**src/hdl/deq_pkg.sv**
```systemverilog
// Shared types and constants for the deadline event queue.
package deq_pkg;

    localparam int QUEUE_DEPTH = 16;
    localparam int MAX_RESULTS = 16;
    localparam int DL_W        = 50;
    localparam int CNT_W       = $clog2(QUEUE_DEPTH + 1);
    localparam int NFIRE_W     = $clog2(MAX_RESULTS + 1);

    typedef enum logic [1:0] {
        REQ_SCHEDULE = 2'd0,
        REQ_FIRE     = 2'd1,
        REQ_CLEAR    = 2'd2,
        REQ_UNUSED   = 2'd3
    } t_req;

    typedef enum logic [2:0] {
        ST_SCHEDULED = 3'd0,
        ST_DROPPED   = 3'd1,
        ST_FIRED     = 3'd2,
        ST_NONE_DUE  = 3'd3,
        ST_CLEARED   = 3'd4
    } t_status;

    typedef enum logic [1:0] {
        OP_HOLD   = 2'd0,
        OP_INSERT = 2'd1,
        OP_POP    = 2'd2
    } t_cell_op;

    typedef struct packed {
        logic signed [DL_W-1:0] deadline;
        logic [7:0]             listener;
        logic [31:0]            cookie;
    } t_entry;

    typedef struct packed {
        t_cell_op               op;
        logic signed [DL_W-1:0] key;
        t_entry                 new_entry;
    } t_cell_ctl;

endpackage

```
**src/hdl/deq_cell.sv**
```systemverilog
// One queue slot: holds an entry, shifts right on insert and left on pop.
module deq_cell
    import deq_pkg::*;
(
    input  logic      i_clk,
    input  t_cell_ctl i_ctl,
    input  logic      i_occ,
    input  logic      i_prev_keep,
    input  t_entry    i_left,
    input  t_entry    i_right,
    output t_entry    o_entry,
    output logic      o_keep
);

    t_entry r_entry;
    t_entry n_entry;

    assign o_keep  = i_occ && (r_entry.deadline <= i_ctl.key);
    assign o_entry = r_entry;

    always_comb begin
        n_entry = r_entry;
        case (i_ctl.op)
            OP_INSERT: begin
                if (!o_keep) begin
                    n_entry = i_prev_keep ? i_ctl.new_entry : i_left;
                end
            end
            OP_POP: begin
                n_entry = i_right;
            end
            default: begin
                n_entry = r_entry;
            end
        endcase
    end

    always_ff @(posedge i_clk) begin
        r_entry <= n_entry;
    end

endmodule

```
**src/hdl/deadline_event_queue.sv**
```systemverilog
// Top level: sequencer, result register and the sorted chain of queue cells.
// Schedule, clear: the sequencer state is registered first, then the result register.
// Fire: one entry leaves the head cell per cycle while the output is not stalled.
// One item at a time: a new request is accepted only while the sequencer is idle.
// Output stalls hold the sequencer; the result register decouples the output.
// Reset clears the entry count, sequencer and valid flags; cell contents need none.
module deadline_event_queue
    import deq_pkg::*;
(
    input  logic        i_clk,
    input  logic        i_rst_n,
    input  logic        i_valid,
    output logic        o_stall,
    input  logic [1:0]  i_req_type,
    input  logic [47:0] i_now_ms,
    input  logic [31:0] i_time_offset,
    input  logic [7:0]  i_listener_id,
    input  logic [31:0] i_cookie,
    output logic        o_valid,
    input  logic        i_stall,
    output logic [2:0]  o_status,
    output logic [7:0]  o_fired_listener,
    output logic [31:0] o_fired_cookie,
    output logic [31:0] o_lateness_ms,
    output logic        o_last
);

    typedef enum logic [3:0] {
        S_IDLE = 4'b0001,
        S_INS  = 4'b0010,
        S_FIRE = 4'b0100,
        S_CLR  = 4'b1000
    } t_state;

    t_state                 r_state;
    t_state                 n_state;
    logic [CNT_W-1:0]       r_count;
    logic [CNT_W-1:0]       n_count;
    logic [NFIRE_W-1:0]     r_nfired;
    logic [NFIRE_W-1:0]     n_nfired;
    logic signed [DL_W-1:0] r_key;
    logic [7:0]             r_lis;
    logic [31:0]            r_ck;

    logic                   r_pend_v;
    logic                   n_pend_v;
    logic [7:0]             r_pend_lis;
    logic [31:0]            r_pend_ck;
    logic [31:0]            r_pend_late;

    logic                   r_ovalid;
    t_status                r_status;
    logic [7:0]             r_olis;
    logic [31:0]            r_ock;
    logic [31:0]            r_olate;
    logic                   r_olast;

    logic                   emit;
    t_status                e_status;
    logic [7:0]             e_lis;
    logic [31:0]            e_ck;
    logic [31:0]            e_late;
    logic                   e_last;
    logic                   load_pend;

    logic                   accept;
    logic                   out_free;
    logic                   due;
    logic                   emit_new;
    logic                   capped;
    logic [DL_W-1:0]        diff;
    logic [31:0]            late;
    logic signed [DL_W-1:0] in_dl;

    t_cell_ctl              cell_ctl;
    t_entry                 w_cell [QUEUE_DEPTH];
    logic [QUEUE_DEPTH-1:0] w_keep;
    logic [QUEUE_DEPTH-1:0] w_occ;

    assign accept   = i_valid && !o_stall;
    assign out_free = !r_ovalid || !i_stall;
    assign o_stall  = (r_state != S_IDLE);

    assign in_dl = $signed({2'b00, i_now_ms}) + $signed({{18{i_time_offset[31]}}, i_time_offset});

    assign due      = w_keep[0];
    assign emit_new = due && (w_cell[0].listener != 8'd0);
    assign capped   = emit_new && (r_nfired == NFIRE_W'(MAX_RESULTS));
    assign diff     = DL_W'(r_key - w_cell[0].deadline);
    assign late     = (|diff[DL_W-1:32]) ? 32'hFFFF_FFFF : diff[31:0];

    always_comb begin
        n_state   = r_state;
        n_count   = r_count;
        n_nfired  = r_nfired;
        n_pend_v  = r_pend_v;
        load_pend = 1'b0;
        emit      = 1'b0;
        e_status  = ST_SCHEDULED;
        e_lis     = 8'd0;
        e_ck      = 32'd0;
        e_late    = 32'd0;
        e_last    = 1'b1;
        cell_ctl.op        = OP_HOLD;
        cell_ctl.key       = r_key;
        cell_ctl.new_entry = '{deadline: r_key, listener: r_lis, cookie: r_ck};
        unique case (r_state)
            S_IDLE: begin
                if (accept) begin
                    n_nfired = '0;
                    n_pend_v = 1'b0;
                    case (t_req'(i_req_type))
                        REQ_SCHEDULE: n_state = S_INS;
                        REQ_FIRE:     n_state = S_FIRE;
                        REQ_CLEAR:    n_state = S_CLR;
                        default:      n_state = S_IDLE;
                    endcase
                end
            end
            S_INS: begin
                if (out_free) begin
                    emit    = 1'b1;
                    n_state = S_IDLE;
                    if (r_count == CNT_W'(QUEUE_DEPTH)) begin
                        e_status = ST_DROPPED;
                    end else begin
                        e_status    = ST_SCHEDULED;
                        cell_ctl.op = OP_INSERT;
                        n_count     = r_count + 1'b1;
                    end
                end
            end
            S_FIRE: begin
                if (out_free) begin
                    if (due && !capped) begin
                        cell_ctl.op = OP_POP;
                        n_count     = r_count - 1'b1;
                        if (emit_new) begin
                            n_nfired  = r_nfired + 1'b1;
                            load_pend = 1'b1;
                            n_pend_v  = 1'b1;
                            if (r_pend_v) begin
                                emit     = 1'b1;
                                e_status = ST_FIRED;
                                e_lis    = r_pend_lis;
                                e_ck     = r_pend_ck;
                                e_late   = r_pend_late;
                                e_last   = 1'b0;
                            end
                        end
                    end else begin
                        emit     = 1'b1;
                        n_pend_v = 1'b0;
                        n_state  = S_IDLE;
                        if (r_pend_v) begin
                            e_status = ST_FIRED;
                            e_lis    = r_pend_lis;
                            e_ck     = r_pend_ck;
                            e_late   = r_pend_late;
                        end else begin
                            e_status = ST_NONE_DUE;
                        end
                    end
                end
            end
            S_CLR: begin
                if (out_free) begin
                    emit     = 1'b1;
                    e_status = ST_CLEARED;
                    n_count  = '0;
                    n_state  = S_IDLE;
                end
            end
            default: begin
                n_state = S_IDLE;
            end
        endcase
    end

    always_ff @(posedge i_clk) begin
        if (!i_rst_n) begin
            r_state  <= S_IDLE;
            r_count  <= '0;
            r_nfired <= '0;
            r_pend_v <= 1'b0;
            r_ovalid <= 1'b0;
        end else begin
            r_state  <= n_state;
            r_count  <= n_count;
            r_nfired <= n_nfired;
            r_pend_v <= n_pend_v;
            if (emit) begin
                r_ovalid <= 1'b1;
            end else if (!i_stall) begin
                r_ovalid <= 1'b0;
            end
        end
    end

    always_ff @(posedge i_clk) begin
        if (accept) begin
            r_key <= (i_req_type == REQ_SCHEDULE) ? in_dl : $signed({2'b00, i_now_ms});
            r_lis <= i_listener_id;
            r_ck  <= i_cookie;
        end
        if (load_pend) begin
            r_pend_lis  <= w_cell[0].listener;
            r_pend_ck   <= w_cell[0].cookie;
            r_pend_late <= late;
        end
        if (emit) begin
            r_status <= e_status;
            r_olis   <= e_lis;
            r_ock    <= e_ck;
            r_olate  <= e_late;
            r_olast  <= e_last;
        end
    end

    for (genvar gi = 0; gi < QUEUE_DEPTH; gi++) begin : g_cell
        assign w_occ[gi] = (CNT_W'(gi) < r_count);
        if (gi == 0) begin : g_head
            deq_cell u_cell (
                .i_clk       (i_clk),
                .i_ctl       (cell_ctl),
                .i_occ       (w_occ[gi]),
                .i_prev_keep (1'b1),
                .i_left      (w_cell[gi]),
                .i_right     (w_cell[(gi + 1) % QUEUE_DEPTH]),
                .o_entry     (w_cell[gi]),
                .o_keep      (w_keep[gi])
            );
        end else if (gi == QUEUE_DEPTH - 1) begin : g_tail
            deq_cell u_cell (
                .i_clk       (i_clk),
                .i_ctl       (cell_ctl),
                .i_occ       (w_occ[gi]),
                .i_prev_keep (w_keep[gi-1]),
                .i_left      (w_cell[gi-1]),
                .i_right     (w_cell[gi]),
                .o_entry     (w_cell[gi]),
                .o_keep      (w_keep[gi])
            );
        end else begin : g_mid
            deq_cell u_cell (
                .i_clk       (i_clk),
                .i_ctl       (cell_ctl),
                .i_occ       (w_occ[gi]),
                .i_prev_keep (w_keep[gi-1]),
                .i_left      (w_cell[gi-1]),
                .i_right     (w_cell[gi+1]),
                .o_entry     (w_cell[gi]),
                .o_keep      (w_keep[gi])
            );
        end
    end

    assign o_valid          = r_ovalid;
    assign o_status         = r_status;
    assign o_fired_listener = r_olis;
    assign o_fired_cookie   = r_ock;
    assign o_lateness_ms    = r_olate;
    assign o_last           = r_olast;

endmodule

```
**config.mk**
```make
export PLATFORM = sky130hd
export DESIGN_NAME = deadline_event_queue
export DESIGN_NICKNAME = d
export VERILOG_FILES = /design/src/hdl/deq_pkg.sv /design/src/hdl/deq_cell.sv /design/src/hdl/deadline_event_queue.sv
export SDC_FILE = /design/constraint.sdc
export NUM_CORES = 2
export LEC_CHECK = 0
export BUFFER_PORTS_ARGS = -buffer_cell sky130_fd_sc_hd__buf_2
export CELL_PAD_IN_SITES_DETAIL_PLACEMENT = 1
export CELL_PAD_IN_SITES_GLOBAL_PLACEMENT = 2
export CORE_ASPECT_RATIO = 0.75
export CORE_UTILIZATION = 39
export CTS_CLUSTER_SIZE = 24
export DETAILED_ROUTE_END_ITERATION = 8
export GPL_TIMING_DRIVEN = 0
export PLACE_DENSITY_LB_ADDON = 0.1
export RECOVER_POWER = 100
export SKIP_CTS_REPAIR_TIMING = 1
export SYNTH_ARGS = -nofsm -noshare
export SYNTH_HDL_FRONTEND = slang
export SYNTH_HIERARCHICAL = 1
export SYNTH_SLANG_ARGS = --single-unit
```
**constraint.sdc**
```tcl
create_clock -name i_clk -period 9.3 [get_ports i_clk]
set_input_delay 2.79 -clock i_clk [delete_from_list [all_inputs] [get_ports i_clk]]
set_output_delay 2.79 -clock i_clk [all_outputs]
set_load 0.01 [all_outputs]
```
==> impl_results.md <==
- HPWL after DPL: 331000 µm
- Int Pwr: between 10 and 15 mW
- Ports: between 200 and 250
- Clk_lat worst skew: a little under 0.9 ns
- Placed instance count: about 15000
- Vias in the first global route: 90300
- Switch Pwr: 5.90 mW
- Worst Path Arrival: 9.89 ns
- Post-route DRC: 0
- Max incr delay on CP: about 1.6 ns
- Slew @ Worst Pin: roughly 3.4 ns
- Max-slew violations: between 300 and 400
- Critical-path cell list: inv_1, ha_1, a21o_1, nand3_1, a21oi_1, o311a_1, o41ai_2, o2111ai_1, xnor2_1, a21boi_1, o41ai_2, nor2_4, nor2b_1, buf_2, clkbuf_1, nor2_1, o21ai_4, buf_12, buf_12
- Total negative setup slack: -0.694 ns
- CP max FO: 26
- Die area: between 200000 and 300000 µm²
- Design Power: 20.2 mW
- Root Driver: clkbuf_16
- Pin count of the biggest net entering global routing: 52
- Die H: roughly 460 µm
- Die width: just over 600 µm
- Failing checks: max-capacitance violations, max-slew violations, negative setup slack
- Worst slack, placed: -0.789 ns
- Setup crit start kind: flop
- Overall routing resource usage: 0.297
- Gate Count Post-Synth: roughly 11000
- Final wirelength: 429000 µm
- GP Congestion: between 0.9 and 1
- Power share of the clock group: 0.391
- Max Freq: 107 MHz
- Initial antenna violation count: between 60 and 70
- Core area: roughly 280000 µm²
- Syn. warnings: 6
- WHS Path Cells: 0
- HP Class: flop to flop
- Clock sink count: between 1500 and 2000
- Post-Syn Area: around 110000 µm²
- Worst IR drop on VDD: 0.136 mV
- DR iter-0 viols: a little under 9000
- Max-Cap Viols: 25
- Crit share post-route: 1.00
- H-tree depth: 4
- Routed len/inst: 28.3 µm
- P&R area growth vs syn: 13.5%
- CP endpoint: g_cell[9].g_mid.u_cell/o_entry[2]
- Crit path capture type: flop
- Layout fillers: around 31000
- Setup slack, reg-to-reg: -0.04 ns
- Pleak: between 40 and 50 nW
- Final worst setup slack: -0.0370 ns
- Critical Path Start: r_key[11]
- Comb pwr share: 0.161
- Global route overflow: 0
- Req. time, crit path: between 9 and 10 ns
- Number of routed nets with antenna violations: 0
- Row count: ~170
- Min Clock Period, post-route: roughly 9.3 ns
- Slowest CP cell: clkbuf_1
- Worst r2r dst: g_cell[9].g_mid.u_cell/o_entry[2]
- Max-slew headroom: -1.29
- Layout cell share with drive strength beyond 1: 0.0700
- Max Buffers Root-to-Sink: 4
- Skew final: about 0.060 ns
- Worst Reg-to-Reg Cells: 19
- Final #Nets: 12300
- Routed vias: around 90000
- Hold_ws: between 0.4 and 0.5 ns
- First-pass GRT wire length: approximately 620000 µm
- TritonRoute pass-1 iters: 5
- Switching share of power: 0.292
- Syn_nets: 11700
- Pwr per Cell Area: 163 nW/µm²
- CTS tree: built
- Non-filler cells, final: between 15000 and 20000
- Num CTS Buffers: around 200
- DR vias/cell: approximately 5.9
- Initial Util: 0.394
- End-of-flow core utilization: 0.447
- Clk slew on worst S/H paths: 0.06 ns
- Crit Path Category: flop to flop
- Final Instance Area: ~120000 µm²
- Final hold vios: 0
- Flop pwr share: 0.448
- Worst r2r src: r_key[11]
- PortBufs: just over 200
- Synth Area per Inst: about 10 µm²
- Setup Viol. Count Final: 48
- Status: complete, but fails checks
- DP Area: roughly 120000 µm²
-- power by group through the flow --
stage / Clock, mW / Sequential, mW / Combinational (mW)
finish: 7.89 / 9.06 / 3.25
CTS: 8.04 / 9.10 / 3.09
global route: 8.29 / 9.08 / 3.54
global placement: 0 / 9.50 / 2.54
detailed placement: 0 / 9.26 / 3.07
floorplan: 0 / 9.12 / 1.82
-- critical path, delay by kind of cell (launching register included) --
kind	cells	cell delay, ns
and+or+nand+nor	4	1.18
DFF	1	0.83
xor gates and xnor gates	1	0.36
AOI/OAI and AO/OA	8	3.12
adders and majority gates	1	0.34
buffers and inverters	5	3.00
-- state kept, by name, indices dropped and copies added, names as in the netlist, 4 cells and up --
name	flops
g_cell.g_mid.u_cell/o_entry	1260
o_fired_cookie	32
g_cell.g_tail.u_cell/o_entry	90
r_nfired	5
r_pend_lis	8
o_lateness_ms	32
r_state	4
r_count	5
r_pend_ck	32
r_key	50
g_cell.g_head.u_cell/o_entry	90
r_lis	8
r_pend_late	32
r_ck	32
o_fired_listener	8
-- layer usage --
layer  vias up  share of wire  track usage
met5         -        0.00012            0
met4         8          0.021       0.0606
met3       350          0.092       0.0589
met2      3052           0.37        0.383
met1     46300           0.51        0.491
li1      40200              -            -
-- cells in the final DEF (no fill, tap or decap), drive strengths merged, types with 14 or more instances in the layout --
cell / instances
xnor2: 54
nand3: 123
o211ai: 20
a21boi: 16
clkinv: 87
o41ai: 24
o2111ai: 14
o21a: 20
a21o: 116
nand4: 212
diode: 37
a21oi: 450
and3: 98
nand2b: 25
nor2b: 42
clkbuf: 736
inv: 918
and2b: 22
o21ai: 1656
xor2: 41
nor4: 43
a2111oi: 15
a211oi: 61
nor2: 142
o21bai: 20
nand2: 1740
dfxtp: 16
buf: 421
edfxtp: 1678
nor3: 68
o31ai: 19
mux2i: 1452
ha: 903
bufinv: 17
-- cell type report --
cell class	instances	area, µm²	share of cell area
Multi-Input combinational cell	7551	52800	0.426
Inverter	917	3440	0.0278
Tap cell	3718	4650	0.0375
Timing Repair Buffer	360	3700	0.0298
Sequential cell	1694	50700	0.409
Clock buffer	252	5280	0.0426
Clock inverter	106	945	0.00762
Buffer	547	2370	0.0192
Antenna cell	37	92.6	0.000747
-- worst min path at each step --
stage,startpoint,endpoint,slack (ns)
global placement,g_cell[0].g_head.u_cell/o_entry[0],r_pend_ck[0],0.47
detailed placement,g_cell[0].g_head.u_cell/o_entry[4],r_pend_ck[4],0.47
floorplan,g_cell[0].g_head.u_cell/o_entry[0],r_pend_ck[0],0.45
finish,g_cell[0].g_head.u_cell/o_entry[29],r_pend_ck[29],0.49
CTS,g_cell[0].g_head.u_cell/o_entry[8],r_pend_ck[8],0.49
global route,g_cell[0].g_head.u_cell/o_entry[8],r_pend_ck[8],0.51
No activity file was read; power rests on OpenSTA's default activity.
